[src/rtl/core/rr_pkg.sv]
`default_nettype none

package rr_pkg;

    // Width of one fraction part.
    localparam int DATA_WIDTH = 32;

    // Stream data width: both parts packed, padded to whole bytes.
    localparam int TDATA_W = ((2 * DATA_WIDTH + 7) / 8) * 8;

    // Width of the divider bit counter.
    localparam int CNT_W = $clog2(DATA_WIDTH);

    // Divider operand selection.
    localparam logic [1:0] DIV_EUC = 2'd0;  // a % b for one Euclid step
    localparam logic [1:0] DIV_NUM = 2'd1;  // |numerator| / gcd
    localparam logic [1:0] DIV_DEN = 2'd2;  // |denominator| / gcd

    typedef logic [DATA_WIDTH-1:0] word_t;

    // Commands from the controller to the datapath.
    typedef struct packed {
        logic       load;
        logic       div_start;
        logic [1:0] div_sel;
        logic       euc_step;
        logic       qn_save;
        logic       out_load;
    } rr_cmd_t;

    // Status from the datapath to the controller.
    typedef struct packed {
        logic b_zero;
        logic inv;
        logic div_done;
    } rr_sts_t;

endpackage

`default_nettype wire

[src/rtl/core/rr_divider.sv]
`default_nettype none

// Restoring unsigned divider, one quotient bit per cycle.
module rr_divider
(
    input  wire logic           clk,
    input  wire logic           rst_n,
    input  wire logic           start,
    input  wire rr_pkg::word_t  dividend,
    input  wire rr_pkg::word_t  divisor,
    output rr_pkg::word_t       quotient,
    output rr_pkg::word_t       remainder,
    output logic                done
);

    rr_pkg::word_t                 rem_reg, rem_next;
    rr_pkg::word_t                 quo_reg, quo_next;
    rr_pkg::word_t                 dvs_reg, dvs_next;
    logic [rr_pkg::CNT_W-1:0]      cnt_reg, cnt_next;
    logic                          busy_reg, busy_next;
    logic                          done_reg, done_next;
    logic [rr_pkg::DATA_WIDTH:0]   shifted;
    logic [rr_pkg::DATA_WIDTH:0]   trial;
    logic                          borrow;

    // Trial subtraction of the divisor from the shifted partial remainder.
    always_comb
    begin
        shifted = {rem_reg, quo_reg[rr_pkg::DATA_WIDTH-1]};
        trial   = shifted - {1'b0, dvs_reg};
        borrow  = trial[rr_pkg::DATA_WIDTH];
    end

    // Next-state logic for one iteration.
    always_comb
    begin
        rem_next  = rem_reg;
        quo_next  = quo_reg;
        dvs_next  = dvs_reg;
        cnt_next  = cnt_reg;
        busy_next = busy_reg;
        done_next = 1'b0;
        if (start)
        begin
            rem_next  = '0;
            quo_next  = dividend;
            dvs_next  = divisor;
            cnt_next  = rr_pkg::CNT_W'(rr_pkg::DATA_WIDTH - 1);
            busy_next = 1'b1;
        end
        else if (busy_reg)
        begin
            rem_next = borrow ? shifted[rr_pkg::DATA_WIDTH-1:0]
                              : trial[rr_pkg::DATA_WIDTH-1:0];
            quo_next = {quo_reg[rr_pkg::DATA_WIDTH-2:0], ~borrow};
            cnt_next = cnt_reg - 1'b1;
            if (cnt_reg == '0)
            begin
                busy_next = 1'b0;
                done_next = 1'b1;
            end
        end
    end

    // Control registers.
    always_ff @(posedge clk or negedge rst_n)
    begin
        if (!rst_n)
        begin
            cnt_reg  <= '0;
            busy_reg <= 1'b0;
            done_reg <= 1'b0;
        end
        else
        begin
            cnt_reg  <= cnt_next;
            busy_reg <= busy_next;
            done_reg <= done_next;
        end
    end

    // Operand and result registers.
    always_ff @(posedge clk)
    begin
        rem_reg <= rem_next;
        quo_reg <= quo_next;
        dvs_reg <= dvs_next;
    end

    assign quotient  = quo_reg;
    assign remainder = rem_reg;
    assign done      = done_reg;

endmodule

`default_nettype wire

[src/rtl/core/rr_datapath.sv]
`default_nettype none

// Operand registers, Euclid pair, shared divider and result register.
module rr_datapath
(
    input  wire logic                   clk,
    input  wire logic                   rst_n,
    input  wire rr_pkg::rr_cmd_t        cmd,
    output rr_pkg::rr_sts_t             sts,
    input  wire rr_pkg::word_t          numerator,
    input  wire rr_pkg::word_t          denominator,
    output rr_pkg::word_t               reduced_numerator,
    output rr_pkg::word_t               reduced_denominator,
    output logic                        invalid
);

    rr_pkg::word_t n_reg;
    rr_pkg::word_t nm_reg, dm_reg;
    rr_pkg::word_t a_reg, b_reg;
    rr_pkg::word_t qn_reg;
    logic          neg_reg;
    logic          inv_reg;
    rr_pkg::word_t num_out_reg, den_out_reg;
    logic          inv_out_reg;

    rr_pkg::word_t nm_in, dm_in;
    rr_pkg::word_t div_dividend, div_divisor;
    rr_pkg::word_t div_quo, div_rem;
    logic          div_done;

    // Magnitudes of the incoming parts, as unsigned values.
    always_comb
    begin
        nm_in = numerator[rr_pkg::DATA_WIDTH-1] ? (~numerator + 1'b1) : numerator;
        dm_in = denominator[rr_pkg::DATA_WIDTH-1] ? (~denominator + 1'b1) : denominator;
    end

    // Divider operand selection.
    always_comb
    begin
        case (cmd.div_sel)
            rr_pkg::DIV_EUC:
            begin
                div_dividend = a_reg;
                div_divisor  = b_reg;
            end
            rr_pkg::DIV_NUM:
            begin
                div_dividend = nm_reg;
                div_divisor  = a_reg;
            end
            rr_pkg::DIV_DEN:
            begin
                div_dividend = dm_reg;
                div_divisor  = a_reg;
            end
            default:
            begin
                div_dividend = a_reg;
                div_divisor  = b_reg;
            end
        endcase
    end

    rr_divider u_rr_divider
    (
        .clk       (clk),
        .rst_n     (rst_n),
        .start     (cmd.div_start),
        .dividend  (div_dividend),
        .divisor   (div_divisor),
        .quotient  (div_quo),
        .remainder (div_rem),
        .done      (div_done)
    );

    // Operand capture and the Euclid pair.
    always_ff @(posedge clk)
    begin
        if (cmd.load)
        begin
            n_reg   <= numerator;
            nm_reg  <= nm_in;
            dm_reg  <= dm_in;
            a_reg   <= nm_in;
            b_reg   <= dm_in;
            neg_reg <= (nm_in != '0) &&
                       (numerator[rr_pkg::DATA_WIDTH-1] != denominator[rr_pkg::DATA_WIDTH-1]);
            inv_reg <= (denominator == '0);
        end
        else if (cmd.euc_step)
        begin
            a_reg <= b_reg;
            b_reg <= div_rem;
        end
        if (cmd.qn_save)
        begin
            qn_reg <= div_quo;
        end
    end

    // Result register; the denominator quotient is still in the divider.
    always_ff @(posedge clk)
    begin
        if (cmd.out_load)
        begin
            if (inv_reg)
            begin
                num_out_reg <= n_reg;
                den_out_reg <= '0;
                inv_out_reg <= 1'b1;
            end
            else
            begin
                num_out_reg <= neg_reg ? (~qn_reg + 1'b1) : qn_reg;
                den_out_reg <= div_quo;
                inv_out_reg <= 1'b0;
            end
        end
    end

    assign sts.b_zero   = (b_reg == '0);
    assign sts.inv      = inv_reg;
    assign sts.div_done = div_done;

    assign reduced_numerator   = num_out_reg;
    assign reduced_denominator = den_out_reg;
    assign invalid             = inv_out_reg;

endmodule

`default_nettype wire

[src/rtl/core/rr_ctrl.sv]
`default_nettype none

// Sequencer: Euclid loop, two quotient divisions, result hand-off.
module rr_ctrl
(
    input  wire logic               clk,
    input  wire logic               rst_n,
    input  wire logic               in_valid,
    output logic                    in_ready,
    output logic                    out_valid,
    input  wire logic               out_ready,
    input  wire rr_pkg::rr_sts_t    sts,
    output rr_pkg::rr_cmd_t         cmd
);

    localparam logic [2:0] ST_IDLE     = 3'd0;
    localparam logic [2:0] ST_EUC      = 3'd1;
    localparam logic [2:0] ST_EUC_WAIT = 3'd2;
    localparam logic [2:0] ST_QN_WAIT  = 3'd3;
    localparam logic [2:0] ST_QD_WAIT  = 3'd4;
    localparam logic [2:0] ST_FINISH   = 3'd5;

    logic [2:0] state_reg, state_next;
    logic       out_valid_reg, out_valid_next;
    logic       slot_free;

    // The result register can be refilled when empty or being drained.
    assign slot_free = !out_valid_reg || out_ready;

    // State transitions and commands.
    always_comb
    begin
        state_next  = state_reg;
        cmd         = '0;
        cmd.div_sel = rr_pkg::DIV_EUC;
        unique case (state_reg)
            ST_IDLE:
            begin
                if (in_valid)
                begin
                    cmd.load   = 1'b1;
                    state_next = ST_EUC;
                end
            end
            ST_EUC:
            begin
                if (sts.inv)
                begin
                    state_next = ST_FINISH;
                end
                else if (sts.b_zero)
                begin
                    // The gcd sits in a; divide the numerator magnitude by it.
                    cmd.div_start = 1'b1;
                    cmd.div_sel   = rr_pkg::DIV_NUM;
                    state_next    = ST_QN_WAIT;
                end
                else
                begin
                    cmd.div_start = 1'b1;
                    cmd.div_sel   = rr_pkg::DIV_EUC;
                    state_next    = ST_EUC_WAIT;
                end
            end
            ST_EUC_WAIT:
            begin
                if (sts.div_done)
                begin
                    cmd.euc_step = 1'b1;
                    state_next   = ST_EUC;
                end
            end
            ST_QN_WAIT:
            begin
                if (sts.div_done)
                begin
                    cmd.qn_save   = 1'b1;
                    cmd.div_start = 1'b1;
                    cmd.div_sel   = rr_pkg::DIV_DEN;
                    state_next    = ST_QD_WAIT;
                end
            end
            ST_QD_WAIT:
            begin
                if (sts.div_done)
                begin
                    state_next = ST_FINISH;
                end
            end
            ST_FINISH:
            begin
                if (slot_free)
                begin
                    cmd.out_load = 1'b1;
                    state_next   = ST_IDLE;
                end
            end
            default:
            begin
                state_next = ST_IDLE;
            end
        endcase
    end

    // Output valid flag.
    always_comb
    begin
        if (cmd.out_load)
        begin
            out_valid_next = 1'b1;
        end
        else if (out_ready)
        begin
            out_valid_next = 1'b0;
        end
        else
        begin
            out_valid_next = out_valid_reg;
        end
    end

    always_ff @(posedge clk or negedge rst_n)
    begin
        if (!rst_n)
        begin
            state_reg     <= ST_IDLE;
            out_valid_reg <= 1'b0;
        end
        else
        begin
            state_reg     <= state_next;
            out_valid_reg <= out_valid_next;
        end
    end

    assign in_ready  = (state_reg == ST_IDLE);
    assign out_valid = out_valid_reg;

endmodule

`default_nettype wire

[src/rtl/core/rational_reduce_top.sv]
// Channel   Direction  Beat contents
// s_        in         tdata: numerator, denominator
// m_        out        tdata: reduced_numerator, reduced_denominator; tuser: invalid
//
// One fraction is in flight at a time. Each remainder or quotient comes from
// one shared restoring divider at one bit per cycle; an invalid fraction
// skips the divider. Reset clears only control state. A new beat is taken
// while a result waits on m_.
`default_nettype none

module rational_reduce_top
(
    input  wire logic                       clk,
    input  wire logic                       rst_n,
    // numerator [DW-1:0], denominator [2*DW-1:DW], zero padding above
    input  wire logic [rr_pkg::TDATA_W-1:0] s_tdata,
    input  wire logic                       s_tvalid,
    output logic                            s_tready,
    // reduced_numerator [DW-1:0], reduced_denominator [2*DW-1:DW], zero padding above
    output logic [rr_pkg::TDATA_W-1:0]      m_tdata,
    // invalid
    output logic                            m_tuser,
    output logic                            m_tvalid,
    input  wire logic                       m_tready
);

    rr_pkg::rr_cmd_t cmd;
    rr_pkg::rr_sts_t sts;
    rr_pkg::word_t   red_num, red_den;

    rr_ctrl u_rr_ctrl
    (
        .clk       (clk),
        .rst_n     (rst_n),
        .in_valid  (s_tvalid),
        .in_ready  (s_tready),
        .out_valid (m_tvalid),
        .out_ready (m_tready),
        .sts       (sts),
        .cmd       (cmd)
    );

    rr_datapath u_rr_datapath
    (
        .clk                 (clk),
        .rst_n               (rst_n),
        .cmd                 (cmd),
        .sts                 (sts),
        .numerator           (s_tdata[rr_pkg::DATA_WIDTH-1:0]),
        .denominator         (s_tdata[2*rr_pkg::DATA_WIDTH-1:rr_pkg::DATA_WIDTH]),
        .reduced_numerator   (red_num),
        .reduced_denominator (red_den),
        .invalid             (m_tuser)
    );

    // Pack the result parts, zero-padded to whole bytes.
    assign m_tdata = rr_pkg::TDATA_W'({red_den, red_num});

endmodule

`default_nettype wire

[config.mk]
export PLATFORM = sky130hd
export DESIGN_NAME = rational_reduce_top
export DESIGN_NICKNAME = d
export VERILOG_FILES = /design/src/rtl/core/rr_pkg.sv /design/src/rtl/core/rr_divider.sv /design/src/rtl/core/rr_datapath.sv /design/src/rtl/core/rr_ctrl.sv /design/src/rtl/core/rational_reduce_top.sv
export SDC_FILE = /design/constraint.sdc
export NUM_CORES = 1
export LEC_CHECK = 0
export BUFFER_PORTS_ARGS = -buffer_cell sky130_fd_sc_hd__buf_2
export CAP_MARGIN = 40
export CELL_PAD_IN_SITES_DETAIL_PLACEMENT = 1
export CELL_PAD_IN_SITES_GLOBAL_PLACEMENT = 1
export CORE_MARGIN = 4
export CORE_UTILIZATION = 47
export DETAILED_ROUTE_END_ITERATION = 6
export GPL_ROUTABILITY_DRIVEN = 0
export HOLD_SLACK_MARGIN = 0.15
export PLACE_DENSITY_LB_ADDON = 0.05
export SLEW_MARGIN = 30
export SYNTH_ARGS = -nofsm -noshare
export SYNTH_HDL_FRONTEND = slang
export SYNTH_HIERARCHICAL = 1
export SYNTH_SLANG_ARGS = --single-unit
[constraint.sdc]
create_clock -name clk -period 7.4 [get_ports clk]
set_clock_uncertainty 0.2 [all_clocks]
set_input_delay 0.74 -clock clk [delete_from_list [all_inputs] [get_ports clk]]
set_output_delay 0.74 -clock clk [all_outputs]
set_load 0.01 [all_outputs]
==> run_results.csv, run 1 <==
group,metric,value,unit
place,place_area,19700,sq um
critical_path,crit_arrival,4.21,ns
cts,post_cts_resized,0,
sta,fin_crit_sh,53.6,%
drt,vias,12642,
drt,firstDrtPassIters,5,
sta,report.final.hold_viol_count,0,
critical_path,end_kind,"flip-flop",
worst_hold_path,hold_class,"input pin to flip-flop",
global_routing,grt_pass1_vias,12846,
sta,fmax,0.252,GHz
synth,yosys_warnings,6,
power,power,0.00858,W
cells_and_area,diodes,0,
synth,ys_types,75,
cells_and_area,drive_gt1_share,21.7,%
global_routing,antenna_found_initial,0,
synth,async_reset_ff_share,3.01,%
cells_and_area,n_fill_cell,4055,
power,pwr_density_cell,405,nW/um^2
drt,dr.first_iter.drc_count,851,
die,pin_count,135,
worst_hold_path,min_path_cells,1,
cts,post_cts_buffers,0,
cells_and_area,layout.nets,1770,
sta,rsz0062_at_grt,"no",
cts,h-tree-depth,2,
global_routing,grt_max_degree,79,
synth,ys_seq_area_share,57.2,%
global_routing,gr-total-overflow,0,
worst_hold_path,hold_end,"u_rr_datapath/dm_reg[0]",
cells_and_area,area_growth,14.4,%
synth,syn_area,18500,sq um
power,p_leak,7.72,nW
critical_path,reg2reg_setup_slack,3.43,ns
die,die_w,206,um
drt,wire_per_inst,22.5,um
synth,synth-edff-count,322,
cts,cts_tree,"done",
place,hpwl,36500,um
cells_and_area,finish.utilization,54.6,%
sta,whs,0.214,ns
die,rows,72,
cts,cts.clk_slew.worst_paths,0.06,ns
synth,syn_inst,1546,
sta,finalCriticalPeriod,3.97,ns
critical_path,crit_required,7.64,ns
critical_path,crit_type,"flip-flop to flip-flop",
sta,slew_violations,0,
drt,wirelength,49800,um
worst_hold_path,hp-start,"s_tdata[32]",
sta,tns,0,ns
synth,syn_nets,1654,
synth,synth_seq_cells,365,
power,ir_drop,0.000422,V
global_routing,grt_usage,23.4,%
cts,hold_buffers,1,
flow_run,drv_cap,0,
sta,relSlewSlack,44.9,%
cts,clock_path_buffers,3,
cts,cts_buffers,41,
die,core,38700,sq um
critical_path,worstSetupStartpointType,"flip-flop",
critical_path,r2r-start,"u_rr_datapath/u_rr_divider/quotient[31]",
cts,clockRootBuffer,"clkbuf_16",
synth,avgSynthCellArea,12.0,sq um
run_status,status,"finished clean",
die,die_h,206,um
synth,synth_ff_type,"edfxtp_1",
drt,drcViolationCount,0,
cells_and_area,multiInputGateArea,7330,sq um
global_routing,grt_first_pass_wirelength,76600,um
sta,tightest_slew,0.827,ns
drt,via_per_inst,5.72,
die,start_util,47.8,%
critical_path,path_max_fanout,31,
critical_path,reg2reg_depth,13,
place,numPortBuffers,134,
cells_and_area,regArea,10600,sq um
drt,ant_nets,0,
cells_and_area,final_area,21200,sq um
sta,setup_viol,0,
critical_path,r2r_end,"u_rr_datapath/u_rr_divider/remainder[1]",
cts,cts_sinks,365,
die,dieArea,42600,sq um
cts,clkLatencyLatePin,0.55,ns
[worst max-delay path, cell delays in order (launching register included)]
cell	delay (ns)
edfxtp_1	0.42
inv_1	0.07
ha_1	0.23
fa_1	0.41
nor2b_1	0.19
o2111ai_1	0.15
nand3_1	0.19
a21oi_2	0.10
nor2_1	0.39
o31ai_4	0.18
xnor2_4	0.33
buf_4	0.49
nor3_1	0.09
or3_1	0.37
[logic make-up after synthesis]
kind of cell / Yosys count / share of synthesized area, %
xor+xnor: 120 / 5.72
flops: 365 / 57.2
buf+inv: 154 / 3.36
simple gates: 412 / 11.5
mux: 139 / 8.29
compound gates: 316 / 11.2
fa+ha+maj: 40 / 2.75
[metrics by stage]
step           setup WS (ns)  instances
5_1_grt                 3.13       2212
2_1_floorplan           2.01       1546
6_report                3.43       2212
3_5_place_dp            3.27       2133
4_1_cts                 3.27       2209
3_3_place_gp            3.27       2128
[cells in the final DEF, fill, tap and decap left out, types with 16 or more instances in the layout]
cell and count:
nor3_1 22, a211oi_1 26, nor2b_1 37, nor4_1 23, mux2_2 113, xnor2_1 64
o21ai_0 90, mux2i_1 26, xor2_1 55, dfxtp_1 32, inv_1 73, nand2b_1 22
nand2_1 116, edfxtp_1 322, a21oi_1 56, clkbuf_16 43, ha_1 38, buf_2 134
o41ai_1 16, a22oi_1 33, o31ai_1 27, nor2_1 88
[report_power, final]
group          internal (W)  switching [W]
sequential          0.00301       0.000433
clock               0.00127       0.000834
combinational       0.00136        0.00167
total               0.00564        0.00294
[layout make-up]
class / instances / area share [%]
multi-input combinational: 1027 / 34.6
inverter: 73 / 1.29
clock buffer: 50 / 5.21
sequential: 365 / 50.0
timing repair buffer: 154 / 4.43
clock inverter: 25 / 1.37
tap: 518 / 3.06
[how the worst max path moves through the flow]
stage,depth (start not counted),start,to
detailed placement,10,u_rr_datapath/b_reg[26],u_rr_datapath/u_rr_divider/quotient[23]
finish,13,u_rr_datapath/u_rr_divider/quotient[31],u_rr_datapath/u_rr_divider/remainder[1]
floorplan,6,u_rr_ctrl/state_reg[0],u_rr_datapath/a_reg[0]
CTS,10,u_rr_datapath/b_reg[26],u_rr_datapath/u_rr_divider/quotient[23]
global route,13,u_rr_datapath/u_rr_divider/quotient[31],u_rr_datapath/u_rr_divider/remainder[1]
global placement,10,u_rr_datapath/b_reg[26],u_rr_datapath/u_rr_divider/quotient[22]
[Yosys cell counts, types with 4 or more instances]
cell type	count	area, sq um
nand3b_1	6	45.0
o21a_1	4	30.0
inv_1	73	274
o31ai_1	27	203
xor2_1	55	482
edfxtp_1	322	9670
nor2b_1	37	231
nand4_1	11	68.8
or4_1	8	60.1
a21o_1	10	75.1
nor3_1	22	110
mux2_2	113	1270
nor2_1	90	338
nor4_1	23	144
xnor2_1	64	561
nand2b_1	22	138
or3_1	15	93.8
nor3b_1	7	52.6
buf_4	4	30.0
nand2_1	116	435
a22oi_1	33	248
o211ai_1	7	52.6
ha_1	39	488
a21oi_1	56	280
nand3_1	14	70.1
o21ai_0	90	450
or2_2	9	56.3
clkbuf_1	57	214
buf_1	12	45.0
a31oi_1	9	56.3
dfrtp_1	11	275
o41ai_1	16	140
buf_2	5	25.0
a211oi_1	26	195
dfxtp_1	32	641
mux2i_1	26	260
and3_1	5	31.3
o21ai_1	8	40.0
[per-layer routing]
| layer | wire, um | vias up | GRT usage, % |
|---|---|---|---|
| met5 | 0 | - | 0 |
| met4 | 852 | 0 | 5.47 |
| met3 | 2830 | 56 | 3.40 |
| met2 | 22600 | 303 | 36.1 |
| met1 | 23400 | 6312 | 35.0 |
| li1 | - | 5971 | - |
Note: power is estimated with default switching activity, not from simulation.
==> inputs of run 2 (changes only) <==
- ABC_AREA: unset -> 1
- CORE_UTILIZATION: 47 -> 42
- clock period: 7.4 -> 3.6 ns (I/O delays scaled with it)
==> run 2 against run 1 <==
Effect of this change: combinational power grew to 2.5 times the previous value; routed wire length up 39%; non-clock buffer count rose by 73; via count rose by 40%; synthesized cell count grew 63%; flip-flop and latch count unchanged; utilization down 5.0 points; global-route usage is 2.5 points higher; sequential power is 110% higher; area after synthesis increased by 11%; critical path type unchanged.
==> run_results.csv, run 2 <==
group,metric,value,unit
run_status,status,"finished clean",
drt,vias,17705,
cts,clock_path_buffers,3,
die,die_h,229,um
critical_path,slowest_stage,"nor4_1",
sta,fin_crit_sh,94.0,%
flow_run,drv_cap,0,
synth,synth_mux_area_share,0,%
drt,ant_nets,0,
cells_and_area,drive_gt1_share,11.4,%
place,hpwl,52300,um
sta,tightest_slew,0.675,ns
global_routing,grt_first_pass_wirelength,105000,um
sta,setup_viol,0,
synth,async_reset_ff_share,3.01,%
synth,syn_area,20500,sq um
power,pwr_density_cell,791,nW/um^2
cells_and_area,final_common_cell,"nand2_1",
power,power,0.0188,W
synth,synth_top_area_cell,"edfxtp_1",
worst_hold_path,hold_end,"u_rr_datapath/dm_reg[1]",
synth,synth-edff-count,322,
cts,clkLatencyLatePin,0.57,ns
cts,clockRootBuffer,"clkbuf_16",
global_routing,grt_max_degree,98,
drt,wire_per_inst,20.6,um
synth,synth_xor_area_share,2.34,%
critical_path,path_max_fanout,50,
synth,syn_nets,2624,
drt,via_per_inst,5.28,
synth,ys_seq_area_share,51.7,%
synth,syn_inst,2516,
critical_path,crit_chain,"nor4_1 -> nand4_1 -> nor2_1 -> inv_1 -> nor2_1 -> inv_1 -> ha_4 -> buf_12 -> a21oi_1 -> a22oi_1 -> nand2_1 -> nand2_1",
cells_and_area,finish.utilization,49.7,%
synth,synth-compound-area-share,6.64,%
cts,post_cts_buffers,0,
sta,fmax,0.296,GHz
worst_hold_path,min_path_cells,3,
worst_hold_path,hp-start,"s_tdata[33]",
worst_hold_path,hold_class,"input pin to flip-flop",
cts,h-tree-depth,2,
synth,synth_most_common_cell,"nand2_1",
synth,synth_ff_type,"edfxtp_1",
place,numPortBuffers,134,
synth,synthSimpleGateAreaFrac,27.9,%
critical_path,crit_type,"flip-flop to flip-flop",
drt,dr.first_iter.drc_count,1502,
global_routing,gr-total-overflow,0,
critical_path,max_stage_delay,0.53,ns
power,p_leak,10.9,nW
critical_path,crit_required,3.84,ns
global_routing,grt_pass1_vias,18133,
synth,synth_top_area_share,47.2,%
die,start_util,42.7,%
critical_path,crit_arrival,3.62,ns
synth,ys_types,52,
global_routing,grt_usage,25.9,%
die,dieArea,52300,sq um
synth,synth.area.top_cells,"edfxtp_1 (47%), nand2_1 (16%), inv_1 (6.7%)",
drt,wirelength,69000,um
synth,yosys.area_share.adder,2.48,%
sta,slew_violations,0,
synth,yosys_warnings,6,
die,core,47900,sq um
die,die_w,229,um
cts,cts_sinks,365,
synth,avgSynthCellArea,8.13,sq um
critical_path,worstSetupStartpointType,"flip-flop",
critical_path,end_kind,"flip-flop",
cts,cts_tree,"done",
drt,firstDrtPassIters,5,
critical_path,reg2reg_depth,12,
critical_path,cp.buffers_inverters,3,
power,ir_drop,0.000391,V
critical_path,reg2reg_setup_slack,0.22,ns
sta,finalCriticalPeriod,3.38,ns
cts,cts.clk_slew.worst_paths,0.06,ns
drt,drcViolationCount,0,
sta,rsz0062_at_grt,"no",
critical_path,r2r_end,"u_rr_datapath/u_rr_divider/quotient[30]",
critical_path,crit_family,"simple AND/OR/NAND/NOR gates",
cells_and_area,layout.nets,2815,
drt,dr.max_layer_used,"met4",
cells_and_area,area_growth,16.4,%
die,rows,80,
cts,cts_buffers,41,
cells_and_area,layout_common_cells,"nand2_1 (868), inv_1 (366), edfxtp_1 (322)",
critical_path,r2r-start,"u_rr_datapath/b_reg[29]",
drt,route.met2.wl,33100,um
global_routing,antenna_found_initial,1,
drt,drt-met1-wl,30400,um
synth,synth_top_family_by_area,"simple AND/OR/NAND/NOR gates",
drt,route.met3.wl,3820,um
synth,synth_seq_cells,365,
sta,report.final.hold_viol_count,0,
sta,relSlewSlack,54.7,%
synth,yosys-top-cells-count,"nand2_1 (868), inv_1 (366), edfxtp_1 (322), nor2_1 (235), nand3_1 (108)",
die,pin_count,135,
## run 2: changes by cell type in the layout (fill, tap and decap cells not counted), moves of 32 or more
cell / change
nand2_1: +752
inv_1: +293
nor2_1: +143
mux2_2: -113
nand3_1: +94
dlygate4sd3_1: +68
xnor2_1: -38
nor2b_1: -37
xor2_1: -32
## run 2: per-layer routing
| metal | up-vias | track usage, % |
|---|---|---|
| met2 | 473 | 43.5 |
| li1 | 8443 | - |
| met3 | 86 | 4.34 |
| met5 | - | 0 |
| met4 | 0 | 6.47 |
| met1 | 8703 | 35.0 |
## run 2: cells by family after synthesis
logic type / after synthesis
simple gates: 1359
buf+inv: 458
flops: 365
compound gates: 242
xor+xnor: 52
fa+ha+maj: 40
## run 2: where the power goes
| group | leakage, nW | internal (W) | switching, W |
|---|---|---|---|
| logic | 6.84 | 0.00239 | 0.00520 |
| registers | 3.41 | 0.00624 | 0.000869 |
| clock network | 0.637 | 0.00243 | 0.00171 |
## run 2: worst max path at each step
stage | startpoint | slack (ns) | end | depth (start not counted)
2_1_floorplan | u_rr_ctrl/state_reg[0] | -0.94 | u_rr_datapath/a_reg[0] | 7
3_5_place_dp | u_rr_datapath/b_reg[29] | 0.39 | u_rr_datapath/u_rr_divider/quotient[30] | 12
6_report | u_rr_datapath/b_reg[29] | 0.22 | u_rr_datapath/u_rr_divider/quotient[30] | 12
5_1_grt | u_rr_datapath/b_reg[29] | 0.15 | u_rr_datapath/u_rr_divider/quotient[27] | 12
4_1_cts | u_rr_datapath/b_reg[29] | 0.38 | u_rr_datapath/u_rr_divider/quotient[30] | 12
3_3_place_gp | u_rr_datapath/b_reg[29] | 0.46 | u_rr_datapath/u_rr_divider/quotient[26] | 11
## run 2: tightest hold or removal path, cell delays in order
cell	delay [ns]
buf_2	0.09
inv_1	0.12
o21ai_0	0.17
## run 2: what timing repair did
action                    in CTS  in global routing
hold endpoints to repair     137                  0
hold buffers                  69                  0
resized for setup              0                  0
## run 2: per-stage QoR
| stage | hold WS [ns] | instance area (sq um) | setup TNS (ns) | cells | setup slack, ns |
|---|---|---|---|---|---|
| finish | 0.186 | 23800 | 0 | 3353 | 0.216 |
| global route | 0.176 | 23800 | 0 | 3353 | 0.146 |
| CTS | 0.154 | 23800 | 0 | 3352 | 0.379 |
| detailed placement | 0.0514 | 21800 | 0 | 3210 | 0.395 |
| global placement | 0.0479 | 21800 | 0 | 3209 | 0.463 |
| floorplan | -0.136 | 20500 | -94.68 | 2516 | -0.937 |
## run 2: layout make-up
class / instances / area [sq um]
diodes: 1 / 2.50
clock buffers: 55 / 1140
clock inverters: 18 / 158
fillers: 5800 / 24100
inverters: 379 / 1430
multi-input cells: 1693 / 8110
flip-flops and latches: 365 / 10600
well taps: 615 / 769
repair buffers: 227 / 1620
==> inputs of run 3 (changes only) <==
- CORE_MARGIN: 4 -> 1.5
==> run 3 against run 2 <==
Effect of this change: power is 0.17% higher; combinational power shrank 0.8%; worst setup slack got worse by 0.063 ns; final cell count barely moved; flip-flop and latch count stayed put; register-to-register slack got worse by 0.06 ns; routed wire length fell by 0.71%; sequential power about the same; cell area rose by 0.11%; critical path depth up 3; clock-buffer cell count decreased by 4; critical endpoint is now u_rr_datapath/u_rr_divider/quotient[0]; largest cell class unchanged.
==> run_results.csv, run 3 (same netlist as run 2, synthesis figures left out) <==
group,metric,value,unit
critical_path,end_kind,"flip-flop",
cts,post_cts_buffers,0,
global_routing,antenna_found_initial,1,
cts,cts_tree,"done",
cts,h-tree-depth,2,
sta,finalCriticalPeriod,3.45,ns
global_routing,grt_pass1_vias,17705,
die,start_util,42.7,%
place,numPortBuffers,134,
drt,firstDrtPassIters,5,
flow_run,drv_cap,0,
drt,wire_per_inst,20.4,um
cells_and_area,multiInputGateArea,8110,sq um
sta,slew_violations,0,
power,ir_drop,0.000362,V
power,p_leak,10.9,nW
die,dieArea,50100,sq um
cells_and_area,layout_common_cells,"nand2_1 (868), inv_1 (366), edfxtp_1 (322)",
power,power,0.0189,W
cts,clockRootBuffer,"clkbuf_16",
cells_and_area,final_common_cell,"nand2_1",
cells_and_area,area_growth,16.5,%
critical_path,crit_arrival,3.55,ns
sta,worst_slack,0.153,ns
sta,rsz0062_at_grt,"no",
die,rows,80,
cts,clkLatencyLatePin,0.58,ns
sta,setup_viol,0,
place,place_area,21800,sq um
power,pwr_density_cell,791,nW/um^2
drt,via_per_inst,5.22,
global_routing,grt_max_degree,82,
drt,vias,17518,
power,switching_power,0.00784,W
drt,wirelength,68500,um
critical_path,crit_type,"flip-flop to flip-flop",
cells_and_area,n_fill_cell,5779,
critical_path,worstSetupStartpointType,"flip-flop",
cells_and_area,regArea,10600,sq um
cells_and_area,diodes,0,
place,hpwl,52500,um
die,pin_count,135,
sta,fin_crit_sh,95.7,%
worst_hold_path,hold_class,"input pin to flip-flop",
critical_path,path_max_fanout,33,
sta,tightest_slew,0.754,ns
global_routing,gr-total-overflow,0,
power,intPower,0.0110,W
run_status,status,"finished clean",
global_routing,grt_first_pass_wirelength,105000,um
cts,cts_sinks,365,
global_routing,grt_usage,27.7,%
cells_and_area,drive_gt1_share,11.4,%
drt,drcViolationCount,0,
cts,cts_buffers,42,
sta,relSlewSlack,49.8,%
cts,cts.clk_slew.worst_paths,0.06,ns
critical_path,crit_required,3.71,ns
sta,fmax,0.290,GHz
cells_and_area,layout.nets,2816,
cells_and_area,final_area,23800,sq um
drt,dr.first_iter.drc_count,1375,
power,swShare,41.5,%
power,p_comb_share,39.9,%
die,die_h,224,um
cts,clock_path_buffers,3,
sta,whs,0.224,ns
die,die_w,224,um
power,power_frac_seq,37.9,%
drt,ant_nets,0,
power,clockPowerShare,22.2,%
die,core,47900,sq um
cts,post_cts_resized,0,
sta,report.final.hold_viol_count,0,
place,post-place-ws,0.172,ns
==> run 3: cell count changes in the layout (fill, tap and decap cells not counted) <==
cell / change
clkinv_1: +4
clkbuf_1: -2
clkbuf_8: -2
clkinv_8: +2
buf_12: +1
clkinv_2: +1
diode_2: -1
dlygate4sd3_1: -1
==> run 3: worst paths after layout <==
path                                                              start                                endpoint  slack [ns]  cells after the start
worst max-delay path            u_rr_datapath/u_rr_divider/quotient[31]  u_rr_datapath/u_rr_divider/quotient[0]        0.15                     15
worst min register to register    u_rr_datapath/u_rr_divider/cnt_reg[4]   u_rr_datapath/u_rr_divider/cnt_reg[4]        0.29                      1
worst min-delay path                                        s_tdata[31]                 u_rr_datapath/n_reg[31]        0.22                      1
min in group asynchronous                                         rst_n                     u_rr_ctrl/out_valid        0.63                      3
worst max register to register  u_rr_datapath/u_rr_divider/quotient[31]  u_rr_datapath/u_rr_divider/quotient[0]        0.15                     15
max in group asynchronous                                         rst_n                  u_rr_ctrl/state_reg[0]        2.22                      3
==> run 3: metrics by stage <==
step | TNS [ns] | cells | utilization (%)
3_5_place_dp | 0 | 3211 | 45.6
6_report | 0 | 3355 | 49.7
2_1_floorplan | -94.68 | 2516 | -
4_1_cts | 0 | 3355 | 49.7
5_1_grt | 0 | 3355 | 49.7
3_3_place_gp | 0 | 3210 | 45.5
==> run 3: repair_timing <==
item / CTS / global route
setup endpoints to repair: 0 / 0
hold buffers: 68 / 0
endpoints found under the hold margin: 145 / 0
==> run 3: power by group through the flow <==
| stage | clock, W | combinational [W] | sequential, W |
|---|---|---|---|
| after global routing | 0.00441 | 0.00858 | 0.00725 |
| after floorplan | 0 | 0.00534 | 0.00682 |
| after CTS | 0.00426 | 0.00758 | 0.00716 |
| after detailed placement | 0 | 0.00748 | 0.00724 |
| final | 0.00419 | 0.00753 | 0.00714 |
| after global placement | 0 | 0.00724 | 0.00720 |
==> run 3: area by class of cell <==
| cell class | instances | area share (%) |
|---|---|---|
| Inverter | 379 | 5.98 |
| Sequential cell | 365 | 44.4 |
| Clock buffer | 51 | 4.64 |
| Tap cell | 615 | 3.23 |
| Multi-Input combinational cell | 1693 | 34.0 |
| Timing Repair Buffer | 227 | 6.85 |
| Clock inverter | 25 | 0.882 |
==> run 3: worst max-delay path: stages, from the launching register on <==
cell,delay (ns)
edfxtp_1,0.63
inv_1,0.13
ha_1,0.25
fa_1,0.41
inv_1,0.09
nand2_1,0.05
nand2_1,0.10
nand3_1,0.09
nand2_2,0.13
nand2_1,0.07
nand2_1,0.16
nand2_2,0.13
nand2_2,0.12
nand2_2,0.07
nand2_4,0.34
o21ai_0,0.15
==> run 3: per-layer routing <==
| metal | wire length (um) | GRT usage [%] | vias up |
|---|---|---|---|
| li1 | - | - | 8445 |
| met1 | 31100 | 38.3 | 8532 |
| met2 | 32400 | 46.0 | 459 |
| met3 | 3710 | 4.11 | 82 |
| met4 | 1330 | 6.45 | 0 |
| met5 | 0 | 0 | - |
